[src/sv/csa_pkg.sv]
package csa_pkg;

  localparam int unsigned SLOTS_DEF = 64;

  localparam int unsigned LEN_W  = 7;
  localparam int unsigned BASE_W = 6;

  typedef enum logic {
    KIND_ALLOC   = 1'b0,
    KIND_RELEASE = 1'b1
  } kind_e;

  typedef enum logic [1:0] {
    ST_CLEAR,
    ST_IDLE,
    ST_SCAN,
    ST_WRITE
  } state_e;

  typedef struct packed {
    kind_e              kind;
    logic [LEN_W-1:0]   run_length;
    logic [BASE_W-1:0]  release_base;
  } req_t;

  typedef struct packed {
    logic               granted;
    logic [BASE_W-1:0]  base_index;
  } rsp_t;

endpackage

[src/sv/contiguous_slot_allocator_unit.sv]
// First-fit contiguous slot allocator. One used bit per slot lives in a
// single-port-write, registered-read RAM. After reset the block walks the
// whole map clearing it, one slot per cycle, with busy high; items are
// taken only once busy drops. An allocate item scans the map from slot 0
// one slot per cycle through the RAM read port and a single run counter,
// then marks the found run one slot per cycle through the write port and
// then finishes. A release item clears its clipped run one slot per cycle.
// Each item gives exactly one result, shown on rsp_o for a single cycle
// with done_o high; the receiver cannot hold it off, so it must take the
// result in that cycle. busy is low whenever the block can accept a new
// item, including the cycle in which done_o is high.
module contiguous_slot_allocator_unit #(
  parameter int unsigned SLOTS = csa_pkg::SLOTS_DEF
) (
  input  logic          clk_i,
  input  logic          rst_ni,
  input  logic          start,
  output logic          busy,
  input  csa_pkg::req_t req_i,
  output logic          done_o,
  output csa_pkg::rsp_t rsp_o
);

  import csa_pkg::*;

  // slot address width and a counter width that holds SLOTS and any length
  localparam int unsigned AW  = (SLOTS > 1) ? $clog2(SLOTS) : 1;
  localparam int unsigned CW0 = $clog2(SLOTS + 1);
  localparam int unsigned LW  = (CW0 > LEN_W) ? CW0 : LEN_W;

  state_e        state_q, state_d;
  logic [LW-1:0] ptr_q, ptr_d;      // read address in scan, write address otherwise
  logic [LW-1:0] rem_q, rem_d;      // slots left to write
  logic [LW-1:0] cnt_q, cnt_d;      // length of the current free run
  logic [LW-1:0] base_q, base_d;    // first slot of the current free run
  logic [LW-1:0] need_q, need_d;    // requested run length
  logic          wval_q, wval_d;    // value written: 1 mark, 0 release
  logic          vld_q, vld_d;      // read data in flight is for paddr_q
  logic [AW-1:0] paddr_q, paddr_d;
  logic          done_q, done_d;
  rsp_t          rsp_q, rsp_d;

  // map memory signals
  logic          ram_we;
  logic [AW-1:0] ram_waddr;
  logic          ram_wdata;
  logic [AW-1:0] ram_raddr;
  logic          ram_rdata;

  logic [LW-1:0] cnt_inc;

  csa_ram #(
    .WIDTH (1),
    .DEPTH (SLOTS)
  ) u_map (
    .clk_i   (clk_i),
    .we_i    (ram_we),
    .waddr_i (ram_waddr),
    .wdata_i (ram_wdata),
    .raddr_i (ram_raddr),
    .rdata_o (ram_rdata)
  );

  always_ff @(posedge clk_i or negedge rst_ni) begin
    if (!rst_ni) begin
      state_q <= ST_CLEAR;
      ptr_q   <= '0;
      vld_q   <= 1'b0;
      done_q  <= 1'b0;
    end else begin
      state_q <= state_d;
      ptr_q   <= ptr_d;
      vld_q   <= vld_d;
      done_q  <= done_d;
    end
  end

  // datapath registers, no reset needed
  always_ff @(posedge clk_i) begin
    rem_q   <= rem_d;
    cnt_q   <= cnt_d;
    base_q  <= base_d;
    need_q  <= need_d;
    wval_q  <= wval_d;
    paddr_q <= paddr_d;
    rsp_q   <= rsp_d;
  end

  assign cnt_inc = cnt_q + LW'(1);

  always_comb begin
    state_d   = state_q;
    ptr_d     = ptr_q;
    rem_d     = rem_q;
    cnt_d     = cnt_q;
    base_d    = base_q;
    need_d    = need_q;
    wval_d    = wval_q;
    vld_d     = 1'b0;
    paddr_d   = paddr_q;
    done_d    = 1'b0;
    rsp_d     = rsp_q;
    ram_we    = 1'b0;
    ram_waddr = ptr_q[AW-1:0];
    ram_wdata = wval_q;
    ram_raddr = ptr_q[AW-1:0];

    unique case (state_q)
      ST_CLEAR: begin
        // sweep the map to all free after reset
        ram_we    = 1'b1;
        ram_wdata = 1'b0;
        if (ptr_q == LW'(SLOTS - 1)) begin
          ptr_d   = '0;
          state_d = ST_IDLE;
        end else begin
          ptr_d = ptr_q + LW'(1);
        end
      end

      ST_IDLE: begin
        if (start) begin
          if (req_i.kind == KIND_ALLOC) begin
            ptr_d   = '0;
            cnt_d   = '0;
            base_d  = '0;
            need_d  = LW'(req_i.run_length);
            state_d = ST_SCAN;
          end else begin
            ptr_d   = LW'(req_i.release_base);
            rem_d   = LW'(req_i.run_length);
            wval_d  = 1'b0;
            rsp_d   = '{granted: 1'b1, base_index: '0};
            state_d = ST_WRITE;
          end
        end
      end

      ST_SCAN: begin
        // issue next read while judging the slot read last cycle
        ptr_d   = ptr_q + LW'(1);
        vld_d   = 1'b1;
        paddr_d = ptr_q[AW-1:0];
        if (vld_q) begin
          if (ram_rdata) begin
            cnt_d  = '0;
            base_d = LW'(paddr_q) + LW'(1);
          end else begin
            cnt_d = cnt_inc;
          end
          if (!ram_rdata && (cnt_inc >= need_q)) begin
            // run found, mark it
            vld_d   = 1'b0;
            ptr_d   = base_q;
            rem_d   = need_q;
            wval_d  = 1'b1;
            rsp_d   = '{granted: 1'b1, base_index: base_q[BASE_W-1:0]};
            state_d = ST_WRITE;
          end else if (paddr_q == AW'(SLOTS - 1)) begin
            vld_d   = 1'b0;
            rsp_d   = '{granted: 1'b0, base_index: '0};
            done_d  = 1'b1;
            state_d = ST_IDLE;
          end
        end
      end

      ST_WRITE: begin
        // shared run writer for marking and releasing, clipped at the end
        if ((rem_q != '0) && (ptr_q < LW'(SLOTS))) begin
          ram_we = 1'b1;
          ptr_d  = ptr_q + LW'(1);
          rem_d  = rem_q - LW'(1);
        end else begin
          done_d  = 1'b1;
          state_d = ST_IDLE;
        end
      end

      default: begin
        state_d = ST_IDLE;
      end
    endcase
  end

  assign busy   = (state_q != ST_IDLE);
  assign done_o = done_q;
  assign rsp_o  = rsp_q;

endmodule

[src/sv/csa_ram.sv]
module csa_ram #(
  parameter int unsigned WIDTH = 1,
  parameter int unsigned DEPTH = 64
) (
  input  logic                     clk_i,
  input  logic                     we_i,
  input  logic [$clog2(DEPTH)-1:0] waddr_i,
  input  logic [WIDTH-1:0]         wdata_i,
  input  logic [$clog2(DEPTH)-1:0] raddr_i,
  output logic [WIDTH-1:0]         rdata_o
);

  logic [WIDTH-1:0] mem_q [DEPTH];
  logic [WIDTH-1:0] rdata_q;

  always_ff @(posedge clk_i) begin
    if (we_i) begin
      mem_q[waddr_i] <= wdata_i;
    end
    rdata_q <= mem_q[raddr_i];
  end

  assign rdata_o = rdata_q;

endmodule

[config.mk]
export PLATFORM = sky130hd
export DESIGN_NAME = contiguous_slot_allocator_unit
export DESIGN_NICKNAME = d
export VERILOG_FILES = /design/src/sv/csa_pkg.sv /design/src/sv/contiguous_slot_allocator_unit.sv /design/src/sv/csa_ram.sv
export SDC_FILE = /design/constraint.sdc
export NUM_CORES = 1
export LEC_CHECK = 0
export BUFFER_PORTS_ARGS = -buffer_cell sky130_fd_sc_hd__buf_2
export CORE_ASPECT_RATIO = 1.4
export CORE_UTILIZATION = 40
export CTS_CLUSTER_SIZE = 28
export DETAILED_ROUTE_END_ITERATION = 12
export PLACE_DENSITY = 0.68
export SLEW_MARGIN = 20
export SYNTH_ARGS = -nofsm -noshare
export SYNTH_HDL_FRONTEND = slang
export SYNTH_SLANG_ARGS = --single-unit
[constraint.sdc]
create_clock -name clk_i -period 9.67 [get_ports clk_i]
set_input_delay 0.4835 -clock clk_i [delete_from_list [all_inputs] [get_ports clk_i]]
set_output_delay 0.4835 -clock clk_i [all_outputs]
set_load 0.1 [all_outputs]
; Word-level counts from Yosys, hierarchy flattened
; Memory sizes are Yosys's and may differ from the RTL's. A register that Yosys moved wholly into a read port is not among the register bits.
; Index checks and enable logic that the tools add are counted.
[totals]
regBits = 53
mem_bits_rw = 64
input_bits = 17
output_inout_bits = 9
memories = 1
[mem_list]
columns = memory, depth, word_bits, rd, rd_ports_with_merged_regs, wr, line
row1 = u_map.mem_q, 64, 1, 1, 1, 1, csa_ram.sv:13  ; logic [WIDTH-1:0] mem_q [DEPTH];
[classes]
addsub = 4
n_lt_le_gt_ge = 2
eq_ne = 16
mux = 54
n_bitwise = 1
reduce_logical = 15
[ops]
columns = operator, n
row1 = 7-bit two-way mux, 21
row2 = 7-bit one-hot mux with 2 select lines, 3
row3 = 7-bit one-hot mux with 4 select lines, 1
row4 = 7-bit one-hot mux with 3 select lines, 1
row5 = 5-bit AND reduction, 4
row6 = 1-bit two-way mux, 17
row7 = "2-bit != test, second input constant", 8
row8 = "7-bit by 1-bit adder with 7-bit output, second input constant", 2
row9 = 2-bit two-way mux, 6
row10 = 2-bit one-hot mux with 4 select lines, 1
row11 = "6-bit by 1-bit adder with 7-bit output, second input constant", 1
row12 = "7-bit by 6-bit == test with 1-bit output, second input constant", 1
row13 = 7-bit >= comparator, 1
row14 = "7-bit less-than comparator, second input constant", 1
row15 = 7-bit nonzero test, 1
row16 = "7-bit by 1-bit subtractor with 7-bit output, second input constant", 1
row17 = "6-bit == test, second input constant", 1
row18 = 6-bit two-way mux, 1
row19 = 1-bit one-hot mux with 2 select lines, 3
row20 = 6-bit AND reduction, 1
row21 = "2-bit == test, second input constant", 2
row22 = "2-bit by 1-bit != test with 1-bit output, second input constant", 2
row23 = 4-bit AND reduction, 1
row24 = "3-bit != test, second input constant", 1
row25 = 9 further kinds, 10

; Depth between registers and ports, before layout
[logic_depth]
word_depth = 6
mapped_depth = 12
depth_no_buf = 11

; By module
; Synthesis repeated with hierarchy kept, for this count alone.
[unflattened]
cells_unflattened = 483
area_unflattened_um2 = 5925.7
[modules_own_cells]
columns = module, n_inst, cells_per_inst, area_per_inst_um2
row1 = contiguous_slot_allocator_unit, 1, 279, 3011.6
row2 = csa_ram, 1, 204, 2914.0

; Least setup slack after synthesis
; OpenSTA, ideal clock, no wires.
[synth_path]
path_kind = flip-flop to flip-flop
start = reg cnt_q[0]
end = reg rem_q[0] (enable)
setup_time_ps = 382
arrival_time_ps = 2682
t_required_ps = 9288
path_slack_ps = 6606
stages_incl_launch_ff = 13
period_less_slack_ps = 3064
cell_sequence = edfxtp_1 ha_1 and3_1 nand3_1 xnor2_1 ha_1 nand2_1 o21ai_0 a21oi_1 clkbuf_1 o21ai_0 nand2_1 nor3b_1
[synth_via]
elab_chain_cells = 5
[synth_rtl]
columns = item, line
row1 = start: declaration, contiguous_slot_allocator_unit.sv:34  ; logic [LW-1:0] cnt_q, cnt_d;
row2 = start signal: assignment, contiguous_slot_allocator_unit.sv:81  ; cnt_q <= cnt_d;
row3 = 7-bit by 1-bit adder with 7-bit output, contiguous_slot_allocator_unit.sv:89  ; assign cnt_inc = cnt_q + LW'(1);
row4 = net cnt_inc[6], contiguous_slot_allocator_unit.sv:50  ; logic [LW-1:0] cnt_inc;
row5 = 7-bit >= comparator, contiguous_slot_allocator_unit.sv:151  ; if (!ram_rdata && (cnt_inc >= need_q)) begin
row6 = 1-bit logical AND, contiguous_slot_allocator_unit.sv:151
row7 = 2-bit != test (no line), --
row8 = 6-bit AND reduction (no line), --
row9 = end signal: assignment, contiguous_slot_allocator_unit.sv:80  ; rem_q <= rem_d;
row10 = end: declaration, contiguous_slot_allocator_unit.sv:33  ; logic [LW-1:0] rem_q, rem_d;
; The timed path passes the listed nets, and every way through them passes these cells.
; A chain may end at the register's enable or synchronous reset.

; Final worst setup path
; Ends and elaborated chain as after synthesis.

==> impl_metrics.ini <==
[hold_path]
worstHoldStart = req_i[12]
worstHoldEndpoint = need_q[6]$_DFFE_PP_
hold_class = input pin to flop
hold_depth = 1

[worst_setup_path]
crit_type = flop to flop
worstPathRequired_ps = 9700
path_max_fanout = 11
ff2ff_setup_slack_ps = 6100
worstReg2RegEnd = rem_q[0]$_DFFE_PP_
start_kind = flop
rr_worst_depth = 11
critPathArrivalTime_ps = 3590
timing.rr.start = cnt_q[0]$_SDFFCE_PP0P_
crit_path_end_kind = flop

[timing]
rsz0062_at_grt = false
setup_ws_ps = 6100
fin_skew_ps = 10.8
fin_crit_sh_pct = 36.9
slew-limit-headroom_pct = 28.3
slew_violations = 0
fin_setup_tns_ps = 0
worstMarginPinSlew_ps = 1080
setup_viol = 0
max_freq_mhz = 280
period_needed_ps = 3570
hold_viol_final = 0
fin_hold_ws_ps = 265

[logic_synthesis]
synth.most_common_cell = edfxtp_1
synth_commonest_cells = 106 x edfxtp_1, 95 x nor2_1, 25 x o21ai_0
synth-compound-area-share_pct = 10.6
synth_nets = 534
async_reset_ff_share_pct = 9.32
synth-simple-area-share_pct = 16.7
synth_edf_count = 106
syn_area_mm2 = 0.00588
synth_top_family_by_area = simple AND/OR/NAND/NOR gates
synthXorXnorAreaFrac_pct = 2.68
ys_seq_area_share_pct = 59.2
yosys_warnings = 0
synth_adder_area_share_pct = 3.19
synth_top_area_share_pct = 54.2
synth_cells = 502
postSynthAreaPerCell_um2 = 11.7
ys_top_cells_by_area = edfxtp_1 54%, nor2_1 6.1%, dfrtp_1 4.7%
dominantRegCellSynth = edfxtp_1
synth-seq-cells = 118
synth_top_area_cell = edfxtp_1
synthMuxAreaShare_pct = 4.19
synth_cell_types = 67

[floorplanning]
boundaryPins = 26
start_util_pct = 40.9
fp.dieW_um = 104
die_area_mm2 = 0.0152
core_area_mm2 = 0.0144
die_h_um = 145
num_rows = 52

[pwr]
power.density_mw_per_mm2 = 337
ir_drop_uv = 194
p_leak_nw = 2.36

[drt]
ant_nets = 0
wl_per_cell_um = 17.9
wl_mm = 13.0
drt_iter0_drc = 312
drc = 0
vias_per_cell = 5.58
vias = 4057
dr.pass1.iters = 5

[layout]
multi_input_area_mm2 = 0.00220
drive_gt1_share_pct = 16.0
seqCellArea_mm2 = 0.00348
diodes = 0
num-fill-cells = 1293
nNetsFinal = 557
areaGrowthSynthToFinish_pct = 14.7
post-route-util_pct = 46.9
finalInstanceArea_mm2 = 0.00674

[global_route]
track_usage_pct = 17.9
grt_remaining_overflow = 0
first_global_vias = 4027
antenna_found_initial = 0
grt_first_pass_wirelength_mm = 20.9
grt_max_degree = 65

[outcome]
status = complete, no violations

[clock_network]
cts_resized = 0
cts_inserted_buffers = 17
h-tree-depth = 4
clk_latency_ps = 410
clockBufferDepth = 2
path_clk_slew_ps = 60
clockRootBuffer = clkbuf_16
cts_tree = yes
cts.sinks = 118

[run]
drv_cap = 0

[placement]
gp_congestion = 0.890
place_ws_ps = 6110
dp_hpwl_mm = 8.55
numPortBuffers = 25
place_area_mm2 = 0.00613
critical path, cell delays in order (launching register included):
cell      delay, ps
edfxtp_1        440
ha_1            250
and3_1          210
nand3_1         100
xnor2_1          90
ha_1            300
nand2_1          60
o21ai_0         170
a21oi_1         190
o21ai_0         390
nand2_1         130
nor3b_1         830
sequential cells by signal, summed over array words and instances, names as in the netlist:
| name | count |
|---|---|
| u_map.mem_q | 64 |
| base_q | 7 |
| cnt_q | 7 |
| need_q | 7 |
| ptr_q | 7 |
| rem_q | 7 |
| rsp_o | 7 |
| paddr_q | 6 |
| state_q | 2 |
| done_o | 1 |
| u_map.rdata_o | 1 |
| vld_q | 1 |
| wval_q | 1 |
power by group:
group / switching (W) / internal [W]
Clock: 0.000252 / 0.000365
Combinational: 0.000569 / 0.000259
Sequential: 0.0000893 / 0.000736
Total: 0.000910 / 0.00136
area by class of cell:
| class | count | share of cell area (%) |
|---|---|---|
| flip-flops and latches | 118 | 51.6 |
| multi-input cells | 341 | 32.7 |
| clock buffers | 17 | 6.31 |
| well taps | 189 | 3.51 |
| repair buffers | 29 | 2.52 |
| clock inverters | 15 | 2.38 |
| inverters | 18 | 1.00 |
cells in the final DEF, fill, tap and decap left out, types with 13 or more instances in the layout:
| master | count |
|---|---|
| ha_1 | 15 |
| nand2_1 | 24 |
| edfxtp_1 | 106 |
| clkbuf_16 | 17 |
| a21oi_1 | 13 |
| nand3_1 | 15 |
| inv_1 | 18 |
| buf_2 | 25 |
| nor2_1 | 95 |
| o21ai_0 | 25 |
per-layer routing:
layer	vias up	part of all wire, %	track usage [%]
met1	1986	39	20.2
met4	0	2.2	7.50
met5	-	0	0
met2	157	53	32.3
met3	22	5.4	3.63
li1	1892	-	-
through the flow:
step	total power, W	instances
floorplan	0.00146	502
global placement	0.00162	693
detailed placement	0.00164	693
CTS	0.00226	726
global route	0.00239	727
finish	0.00227	727
how the worst max path moves through the flow:
stage | endpoint | from
6_report | rem_q[0]$_DFFE_PP_ | cnt_q[0]$_SDFFCE_PP0P_
5_1_grt | rem_q[1]$_DFFE_PP_ | cnt_q[0]$_SDFFCE_PP0P_
4_1_cts | rem_q[1]$_DFFE_PP_ | cnt_q[0]$_SDFFCE_PP0P_
3_5_place_dp | rem_q[3]$_DFFE_PP_ | cnt_q[0]$_SDFFCE_PP0P_
3_3_place_gp | rem_q[0]$_DFFE_PP_ | cnt_q[0]$_SDFFCE_PP0P_
2_1_floorplan | rem_q[0]$_DFFE_PP_ | cnt_q[0]$_SDFFCE_PP0P_
timing repair:
| item | in CTS | in global routing |
|---|---|---|
| hold endpoints to repair | 11 | 0 |
| buffers inserted | 0 | 0 |
| hold buffers | 1 | 0 |
cell families after synthesis:
logic type,Yosys count
AOI/OAI and AO/OA,90
xor gates and xnor gates,18
muxes,17
adders and majority gates,15
DFF,118
and+or+nand+nor,201
buffers and inverters,43
Note: power is estimated with default switching activity, not from simulation.
